===== src/hw/rtl/tpp_pkg.sv =====
`timescale 1ns / 1ps
// ----------------------------------------------------------------------------
// tpp_pkg
// Shared types and constants of the tracker pattern packer.
// ----------------------------------------------------------------------------
package tpp_pkg;

    localparam int NUM_CHANNELS = 32;
    localparam int CH_AW        = (NUM_CHANNELS > 1) ? $clog2(NUM_CHANNELS) : 1;

    localparam int MAX_BYTES = 7;
    localparam int BIDX_W    = $clog2(MAX_BYTES);
    localparam int CNT_W     = $clog2(MAX_BYTES + 1);

    // Commands
    localparam logic [1:0] OP_CELL    = 2'd0;
    localparam logic [1:0] OP_CLEAR   = 2'd1;
    localparam logic [1:0] OP_ROW_END = 2'd2;
    localparam logic [1:0] OP_HEADER  = 2'd3;

    localparam logic [7:0] NOTE_EMPTY = 8'd250;
    localparam logic [7:0] NOTE_OFF   = 8'd254;
    localparam logic [7:0] NOTE_CUT   = 8'd255;
    localparam logic [8:0] NONE_VAL   = 9'd256;

    localparam logic [7:0] VOL_EMPTY_IT = 8'd255;
    localparam logic [7:0] VOL_EMPTY_XM = 8'd0;

    // Mask byte bit positions
    localparam int MB_NOTE   = 0;
    localparam int MB_INST   = 1;
    localparam int MB_VOL    = 2;
    localparam int MB_FX     = 3;
    localparam int MB_NOTE_P = 4;
    localparam int MB_INST_P = 5;
    localparam int MB_VOL_P  = 6;
    localparam int MB_FX_P   = 7;

    // Channel byte flag: a mask byte follows
    localparam int CB_MASK_FLAG = 7;

    typedef struct packed {
        logic [1:0] op;
        logic [4:0] channel;
        logic [7:0] note;
        logic [7:0] instrument;
        logic [7:0] volume;
        logic [7:0] effect;
        logic [7:0] effect_param;
        logic [8:0] row_count;
    } in_item_t;

    typedef struct packed {
        logic [7:0] out_byte;
        logic       last_of_run;
    } out_item_t;

    typedef struct packed {
        logic [8:0] mask;
        logic [8:0] note;
        logic [8:0] instrument;
        logic [8:0] volume;
        logic [8:0] effect;
        logic [8:0] effect_param;
    } hist_t;

    localparam int    HIST_W    = $bits(hist_t);
    localparam hist_t HIST_NONE = '{NONE_VAL, NONE_VAL, NONE_VAL, NONE_VAL, NONE_VAL, NONE_VAL};

    typedef logic [MAX_BYTES-1:0][7:0] byte_vec_t;

    typedef struct packed {
        byte_vec_t        bytes;
        logic [CNT_W-1:0] count;
        logic             wr_en;
        logic             clr_all;
        hist_t            hist;
    } enc_res_t;

endpackage


===== src/hw/rtl/tracker_pattern_packer.sv =====
`timescale 1ns / 1ps
// ----------------------------------------------------------------------------
// tracker_pattern_packer
// Packs tracker pattern commands into an IT-style compressed byte stream.
// ----------------------------------------------------------------------------
// Usage:
//   s_valid/s_ready/s_data carry one command item (cell, history clear, row
//   end or pattern header). m_valid/m_ready/m_data return the packed bytes,
//   one per cycle while m_ready is high; last_of_run marks each item's end.
//   cfg_wr_en/cfg_wr_data write xm_volume_mode (empty volume 0 or 255); write
//   it only while the block is idle.
// Path: with the output idle, an accepted item is registered in the encode
//   stage as the history RAM reads its channel; it is then encoded and
//   loaded into the output shifter, which raises m_valid with its first byte.
// Throughput: the output shifter sends one byte per cycle while m_ready is
//   high, so an item that emits k bytes (one to seven) holds the output
//   until all k are taken; an item that emits nothing skips the shifter. One
//   item waits in the encode stage while the previous item's bytes drain;
//   items of one byte or none flow at one per cycle while m_ready is high.
// Reset: all channel history reads as none at once (one valid bit per
//   channel), xm_volume_mode goes to 0 and both stages come up empty.
// Stall: when m_ready is low the shifter holds its byte, the encode stage
//   holds its item and s_ready drops until the shifter can take the next list.
// ----------------------------------------------------------------------------
module tracker_pattern_packer (
    input  logic               aclk,
    input  logic               aresetn,
    input  logic               cfg_wr_en,
    input  logic               cfg_wr_data,
    input  logic               s_valid,
    output logic               s_ready,
    input  tpp_pkg::in_item_t  s_data,
    output logic               m_valid,
    input  logic               m_ready,
    output tpp_pkg::out_item_t m_data
);
    import tpp_pkg::*;

    logic                    xm_mode_reg;
    logic                    s1_valid_reg, s1_valid_next;
    in_item_t                s1_item_reg;
    logic                    s1_fwd_reg;
    hist_t                   fwd_data_reg;
    logic [NUM_CHANNELS-1:0] hvalid_reg, hvalid_next;

    logic                    accept;
    logic                    s1_advance;
    logic                    ser_can_load;
    logic                    ser_load;
    logic                    wr_en;
    logic [CH_AW-1:0]        rd_addr;
    logic [CH_AW-1:0]        s1_addr;
    logic [HIST_W-1:0]       ram_rdata;
    hist_t                   prev_eff;
    enc_res_t                res;

    assign accept  = s_valid && s_ready;
    assign rd_addr = CH_AW'(s_data.channel);
    assign s1_addr = CH_AW'(s1_item_reg.channel);

    // Advance the encode stage if it emits nothing or the shifter can load
    assign s1_advance = s1_valid_reg && ((res.count == '0) || ser_can_load);
    assign ser_load   = s1_advance && (res.count != '0);
    assign s_ready    = !s1_valid_reg || s1_advance;
    assign wr_en      = s1_advance && res.wr_en;

    // Configuration register
    always_ff @(posedge aclk) begin
        if (!aresetn) begin
            xm_mode_reg <= 1'b0;
        end else if (cfg_wr_en) begin
            xm_mode_reg <= cfg_wr_data;
        end
    end

    // Per-channel history lives in one RAM word
    tpp_hist_ram #(
        .DEPTH (NUM_CHANNELS),
        .WIDTH (HIST_W),
        .AW    (CH_AW)
    ) u_ram (
        .aclk    (aclk),
        .wr_en   (wr_en),
        .wr_addr (s1_addr),
        .wr_data (res.hist),
        .rd_en   (accept),
        .rd_addr (rd_addr),
        .rd_data (ram_rdata)
    );

    // Encode stage: item plus forward of a write that lands with its read
    always_comb begin
        s1_valid_next = s1_valid_reg;
        if (accept) begin
            s1_valid_next = 1'b1;
        end else if (s1_advance) begin
            s1_valid_next = 1'b0;
        end
    end

    always_ff @(posedge aclk) begin
        if (!aresetn) begin
            s1_valid_reg <= 1'b0;
        end else begin
            s1_valid_reg <= s1_valid_next;
        end
    end

    always_ff @(posedge aclk) begin
        if (accept) begin
            s1_item_reg  <= s_data;
            s1_fwd_reg   <= wr_en && (s1_addr == rd_addr);
            fwd_data_reg <= res.hist;
        end
    end

    // Valid bits: clear all on header or clear, set on a history write
    always_comb begin
        hvalid_next = hvalid_reg;
        if (s1_advance && res.clr_all) begin
            hvalid_next = '0;
        end else if (wr_en) begin
            hvalid_next[s1_addr] = 1'b1;
        end
    end

    always_ff @(posedge aclk) begin
        if (!aresetn) begin
            hvalid_reg <= '0;
        end else begin
            hvalid_reg <= hvalid_next;
        end
    end

    // Effective previous values of the item's channel
    always_comb begin
        if (!hvalid_reg[s1_addr]) begin
            prev_eff = HIST_NONE;
        end else if (s1_fwd_reg) begin
            prev_eff = fwd_data_reg;
        end else begin
            prev_eff = hist_t'(ram_rdata);
        end
    end

    tpp_encoder u_enc (
        .item           (s1_item_reg),
        .prev           (prev_eff),
        .xm_volume_mode (xm_mode_reg),
        .res            (res)
    );

    tpp_serializer u_ser (
        .aclk     (aclk),
        .aresetn  (aresetn),
        .load     (ser_load),
        .bytes    (res.bytes),
        .count    (res.count),
        .can_load (ser_can_load),
        .m_valid  (m_valid),
        .m_ready  (m_ready),
        .m_data   (m_data)
    );

endmodule


===== src/hw/rtl/tpp_hist_ram.sv =====
`timescale 1ns / 1ps
// ----------------------------------------------------------------------------
// tpp_hist_ram
// Simple dual-port RAM, one write and one registered read port.
// ----------------------------------------------------------------------------
module tpp_hist_ram #(
    parameter int DEPTH = 32,
    parameter int WIDTH = 54,
    parameter int AW    = 5
) (
    input  logic             aclk,
    input  logic             wr_en,
    input  logic [AW-1:0]    wr_addr,
    input  logic [WIDTH-1:0] wr_data,
    input  logic             rd_en,
    input  logic [AW-1:0]    rd_addr,
    output logic [WIDTH-1:0] rd_data
);

    logic [WIDTH-1:0] mem [DEPTH];

    always_ff @(posedge aclk) begin
        if (wr_en) begin
            mem[wr_addr] <= wr_data;
        end
    end

    always_ff @(posedge aclk) begin
        if (rd_en) begin
            rd_data <= mem[rd_addr];
        end
    end

endmodule


===== src/hw/rtl/tpp_encoder.sv =====
`timescale 1ns / 1ps
// ----------------------------------------------------------------------------
// tpp_encoder
// Decodes one command against its channel history: byte list and new history.
// ----------------------------------------------------------------------------
module tpp_encoder (
    input  tpp_pkg::in_item_t item,
    input  tpp_pkg::hist_t    prev,
    input  logic              xm_volume_mode,
    output tpp_pkg::enc_res_t res
);
    import tpp_pkg::*;

    logic [7:0]        empty_vol;
    logic              in_range;
    logic              is_empty;
    logic [7:0]        mask;
    logic              mask_chg;
    logic [7:0]        chan_byte;
    hist_t             nh;
    logic [BIDX_W-1:0] k;
    byte_vec_t         bl;

    assign empty_vol = xm_volume_mode ? VOL_EMPTY_XM : VOL_EMPTY_IT;
    assign in_range  = int'(item.channel) < NUM_CHANNELS;
    assign is_empty  = (item.note == NOTE_EMPTY) && (item.instrument == 8'd0)
                    && (item.volume == empty_vol) && (item.effect == 8'd0)
                    && (item.effect_param == 8'd0);

    // Mask and history update for a cell
    always_comb begin
        mask = 8'd0;
        nh   = prev;
        if (item.note != NOTE_EMPTY) begin
            mask[MB_NOTE]   = 1'b1;
            mask[MB_NOTE_P] = 1'b1;
        end
        if (item.instrument != 8'd0) begin
            mask[MB_INST]   = 1'b1;
            mask[MB_INST_P] = 1'b1;
        end
        if (item.note > NOTE_EMPTY) begin
            mask[MB_NOTE_P] = 1'b0;
            mask[MB_INST_P] = 1'b0;
        end
        if (item.volume != empty_vol) begin
            mask[MB_VOL]   = 1'b1;
            mask[MB_VOL_P] = 1'b1;
        end
        if ((item.effect != 8'd0) || (item.effect_param != 8'd0)) begin
            mask[MB_FX]   = 1'b1;
            mask[MB_FX_P] = 1'b1;
        end
        if (mask[MB_NOTE]) begin
            if ({1'b0, item.note} == prev.note) begin
                mask[MB_NOTE] = 1'b0;
            end else begin
                // note-off and note-cut are never remembered
                nh.note = ((item.note == NOTE_OFF) || (item.note == NOTE_CUT))
                        ? NONE_VAL : {1'b0, item.note};
            end
        end
        if (mask[MB_INST]) begin
            if ({1'b0, item.instrument} == prev.instrument) begin
                mask[MB_INST] = 1'b0;
            end else begin
                nh.instrument = {1'b0, item.instrument};
            end
        end
        if (mask[MB_VOL]) begin
            if ({1'b0, item.volume} == prev.volume) begin
                mask[MB_VOL] = 1'b0;
            end else begin
                nh.volume = {1'b0, item.volume};
            end
        end
        if (mask[MB_FX]) begin
            if (({1'b0, item.effect} == prev.effect)
                && ({1'b0, item.effect_param} == prev.effect_param)) begin
                mask[MB_FX] = 1'b0;
            end else begin
                nh.effect       = {1'b0, item.effect};
                nh.effect_param = {1'b0, item.effect_param};
            end
        end
        mask_chg = ({1'b0, mask} != prev.mask);
        if (mask_chg) begin
            nh.mask = {1'b0, mask};
        end
        chan_byte               = 8'(item.channel) + 8'd1;
        chan_byte[CB_MASK_FLAG] = chan_byte[CB_MASK_FLAG] | mask_chg;
    end

    // Byte list of a cell
    always_comb begin
        bl    = '0;
        k     = '0;
        bl[k] = chan_byte;
        k     = k + 1'b1;
        if (mask_chg) begin
            bl[k] = mask;
            k     = k + 1'b1;
        end
        if (mask[MB_NOTE]) begin
            bl[k] = item.note;
            k     = k + 1'b1;
        end
        if (mask[MB_INST]) begin
            bl[k] = item.instrument;
            k     = k + 1'b1;
        end
        if (mask[MB_VOL]) begin
            bl[k] = item.volume;
            k     = k + 1'b1;
        end
        if (mask[MB_FX]) begin
            bl[k] = item.effect;
            k     = k + 1'b1;
            bl[k] = item.effect_param;
            k     = k + 1'b1;
        end
    end

    always_comb begin
        res.bytes   = '0;
        res.count   = '0;
        res.wr_en   = 1'b0;
        res.clr_all = 1'b0;
        res.hist    = nh;
        case (item.op)
            OP_HEADER: begin
                res.bytes[0] = item.row_count[7:0] - 8'd1;
                res.count    = CNT_W'(1);
                res.clr_all  = 1'b1;
            end
            OP_ROW_END: begin
                res.bytes[0] = 8'd0;
                res.count    = CNT_W'(1);
            end
            OP_CLEAR: begin
                res.clr_all = 1'b1;
            end
            default: begin
                if (in_range && !is_empty) begin
                    res.bytes = bl;
                    // k never wraps: a full list of seven bytes leaves it at seven
                    res.count = (k == '0) ? CNT_W'(MAX_BYTES) : CNT_W'(k);
                    res.wr_en = 1'b1;
                end
            end
        endcase
    end

endmodule


===== src/hw/rtl/tpp_serializer.sv =====
`timescale 1ns / 1ps
// ----------------------------------------------------------------------------
// tpp_serializer
// Holds one item's bytes; shifts out one byte per cycle while m_ready is high.
// ----------------------------------------------------------------------------
module tpp_serializer (
    input  logic                             aclk,
    input  logic                             aresetn,
    input  logic                             load,
    input  tpp_pkg::byte_vec_t               bytes,
    input  logic [tpp_pkg::CNT_W-1:0]        count,
    output logic                             can_load,
    output logic                             m_valid,
    input  logic                             m_ready,
    output tpp_pkg::out_item_t               m_data
);
    import tpp_pkg::*;

    byte_vec_t        buf_reg, buf_next;
    logic [CNT_W-1:0] cnt_reg, cnt_next;
    logic             take;

    assign m_valid  = (cnt_reg != '0);
    assign take     = m_valid && m_ready;
    assign can_load = (cnt_reg == '0) || ((cnt_reg == CNT_W'(1)) && m_ready);

    always_comb begin
        buf_next = buf_reg;
        cnt_next = cnt_reg;
        if (load) begin
            buf_next = bytes;
            cnt_next = count;
        end else if (take) begin
            for (int i = 0; i < MAX_BYTES - 1; i++) begin
                buf_next[i] = buf_reg[i+1];
            end
            buf_next[MAX_BYTES-1] = 8'd0;
            cnt_next              = cnt_reg - 1'b1;
        end
    end

    always_ff @(posedge aclk) begin
        if (!aresetn) begin
            cnt_reg <= '0;
        end else begin
            cnt_reg <= cnt_next;
        end
    end

    always_ff @(posedge aclk) begin
        buf_reg <= buf_next;
    end

    assign m_data.out_byte    = buf_reg[0];
    assign m_data.last_of_run = (cnt_reg == CNT_W'(1));

endmodule


===== config.mk =====
export PLATFORM = sky130hd
export DESIGN_NAME = tracker_pattern_packer
export DESIGN_NICKNAME = d
export VERILOG_FILES = /design/src/hw/rtl/tpp_pkg.sv /design/src/hw/rtl/tracker_pattern_packer.sv /design/src/hw/rtl/tpp_hist_ram.sv /design/src/hw/rtl/tpp_encoder.sv /design/src/hw/rtl/tpp_serializer.sv
export SDC_FILE = /design/constraint.sdc
export NUM_CORES = 2
export LEC_CHECK = 0
export ABC_AREA = 1
export BUFFER_PORTS_ARGS = -buffer_cell sky130_fd_sc_hd__buf_2
export CAP_MARGIN = 25
export CORE_MARGIN = 2
export CORE_UTILIZATION = 50
export DETAILED_ROUTE_END_ITERATION = 6
export PLACE_DENSITY_LB_ADDON = 0.25
export RECOVER_POWER = 25
export SLEW_MARGIN = 5
export SYNTH_ARGS = -nofsm -noshare
export SYNTH_HDL_FRONTEND = slang
export SYNTH_HIERARCHICAL = 1
export SYNTH_SLANG_ARGS = --single-unit

===== constraint.sdc =====
create_clock -name aclk -period 9.28 [get_ports aclk]
set_input_delay 0.928 -clock aclk [delete_from_list [all_inputs] [get_ports aclk]]
set_output_delay 0.928 -clock aclk [all_outputs]
set_load 0.02 [all_outputs]

==> flow_summary.ini <==
[outcome]
status = finished, violations left
violations = capacitance limit, slew limit

[sta]
finalCriticalPeriod_ps = 8670
setup_viol = 0
slew-limit-headroom_pct = -210
fin_crit_sh_pct = 93.5
hold_viol = 0
drv_slew = 1122
worst_slew_pin_slew_ps = 4650
finalSetupTns_ps = 0
fin_skew_ps = 43.3
rsz0062_at_grt = false
max_freq_ghz = 0.115

[worst_hold_path]
hp-class = input pin to flip-flop

[routing]
drc_errors = 0
post_drt_via_cell_ratio = 5.80
drtIter0Drc = 7467
drtAntennaViolNets = 0
routed_wl_mm = 238
firstDrtPassIters = 6
wl_per_cell_um = 23.6
vias = 58500

[clocking]
clk_latency_ps = 850
cts_buffers = 197
htree_levels = 4
ctsResizeCount = 0
post-cts-setup-buffers = 0
path_clk_slew_ps = 60
clock-sinks = 1985
cts_hold_buffers = 0
cts.path.max_buffers = 3
root_buffer = clkbuf_16
cts_tree = done

[cells_and_area]
nFillCells = 14100
final_common_cell = nand2_1
final_cell_mix = nand2_1 (3,055), edfxtp_1 (1,948), nand3_1 (1,388)
layout.nets = 7781
multi_input_area_um2 = 22700
largest_register_ff_count = 1728
area_delta_synth_final_pct = 9.59
layout-drive-gt1-share_pct = 7.51
final_cells = 10100
seq_area_um2 = 59200

[placement]
gp_congestion = 0.953
placed_cells = 9720
io_buffers = 71
dp_hpwl_mm = 133

[global_route]
grt_pass1_vias = 54300
grt_pass1_wl_mm = 351
grt_max_degree = 322
antenna_found_initial = 12
grt.total_usage_pct = 26.9
grt_overflow_total = 0

[die]
start_util_pct = 50.4
die_x_um = 417
die_y_um = 417
rows = 151
ios = 73
die_area_um2 = 174000
core_um2 = 169000

[power]
irDropWorstVdd_uv = 159
p_leak_nw = 34.5
pwr_density_cell_nw_per_um2 = 214

[yosys]
synth_area_um2 = 85400
synth_nets = 7810
syn_inst = 7735
syn_avg_cell_area_um2 = 11.0
yosysWarnings = 6

[job]
drv_cap = 30

[setup_path]
start_kind = input pin
crit_fanout = 65
critPathKind = input pin to flip-flop
cp_data_required_time_ps = 9790
arrival_ps = 9190
end_kind = flip-flop
[stage by stage]
| step | setup slack [ps] | power (mW) | area (um^2) | util (%) | hold slack, ps |
|---|---|---|---|---|---|
| global placement | 1400 | 12.4 | 87500 | 51.7 | 436 |
| global route | 486 | 20.6 | 93600 | 55.2 | 213 |
| finish | 606 | 20.0 | 93600 | 55.2 | 252 |
| CTS | 1350 | 20.1 | 93800 | 55.3 | 178 |
| detailed placement | 1390 | 12.4 | 87600 | 51.7 | 443 |
| floorplan | 336 | 11.8 | 85400 | - | 430 |
[power breakdown]
group          internal, mW  switching [mW]
Clock                  4.36            3.38
Combinational         0.432            1.39
Sequential             10.3           0.138
[worst max-delay path, cell delays in order]
cell	delay, ps
clkbuf_1	3190
inv_1	3190
buf_4	1130
nand2_1	190
nand2_1	120
nand2_1	90
nand2_1	200
[metal layers]
metal | GRT usage (%) | routed length (um)
met5 | 0 | 27
met4 | 8.63 | 7510
met3 | 4.14 | 22200
met2 | 42.9 | 111000
met1 | 38.0 | 96800
[area by class of cell]
cell class / count / share of cell area [%]
Timing Repair Buffer: 219 / 1.88
Clock buffer: 246 / 5.54
Sequential cell: 1985 / 63.3
Antenna cell: 6 / 0.0160
Tap cell: 2218 / 2.97
Clock inverter: 113 / 1.13
Multi-Input combinational cell: 5096 / 24.2
Inverter: 207 / 0.901
[final timing paths]
check,from,to,slack (ps),depth (start not counted)
min reg2reg,hvalid_reg[10]$_SDFFE_PP0P_,hvalid_reg[10]$_SDFFE_PP0P_,450,2
max,s_data[52],u_ram/rd_data[26]$_DFFE_PP_,610,7
max reg2reg,s1_addr[4]$_DFFE_PP_,u_ram/mem[19][41]$_DFFE_PP_,1060,43
min,s_data[55],s1_item_reg[55]$_DFFE_PP_,250,1
Note: power is estimated with default switching activity, not from simulation.
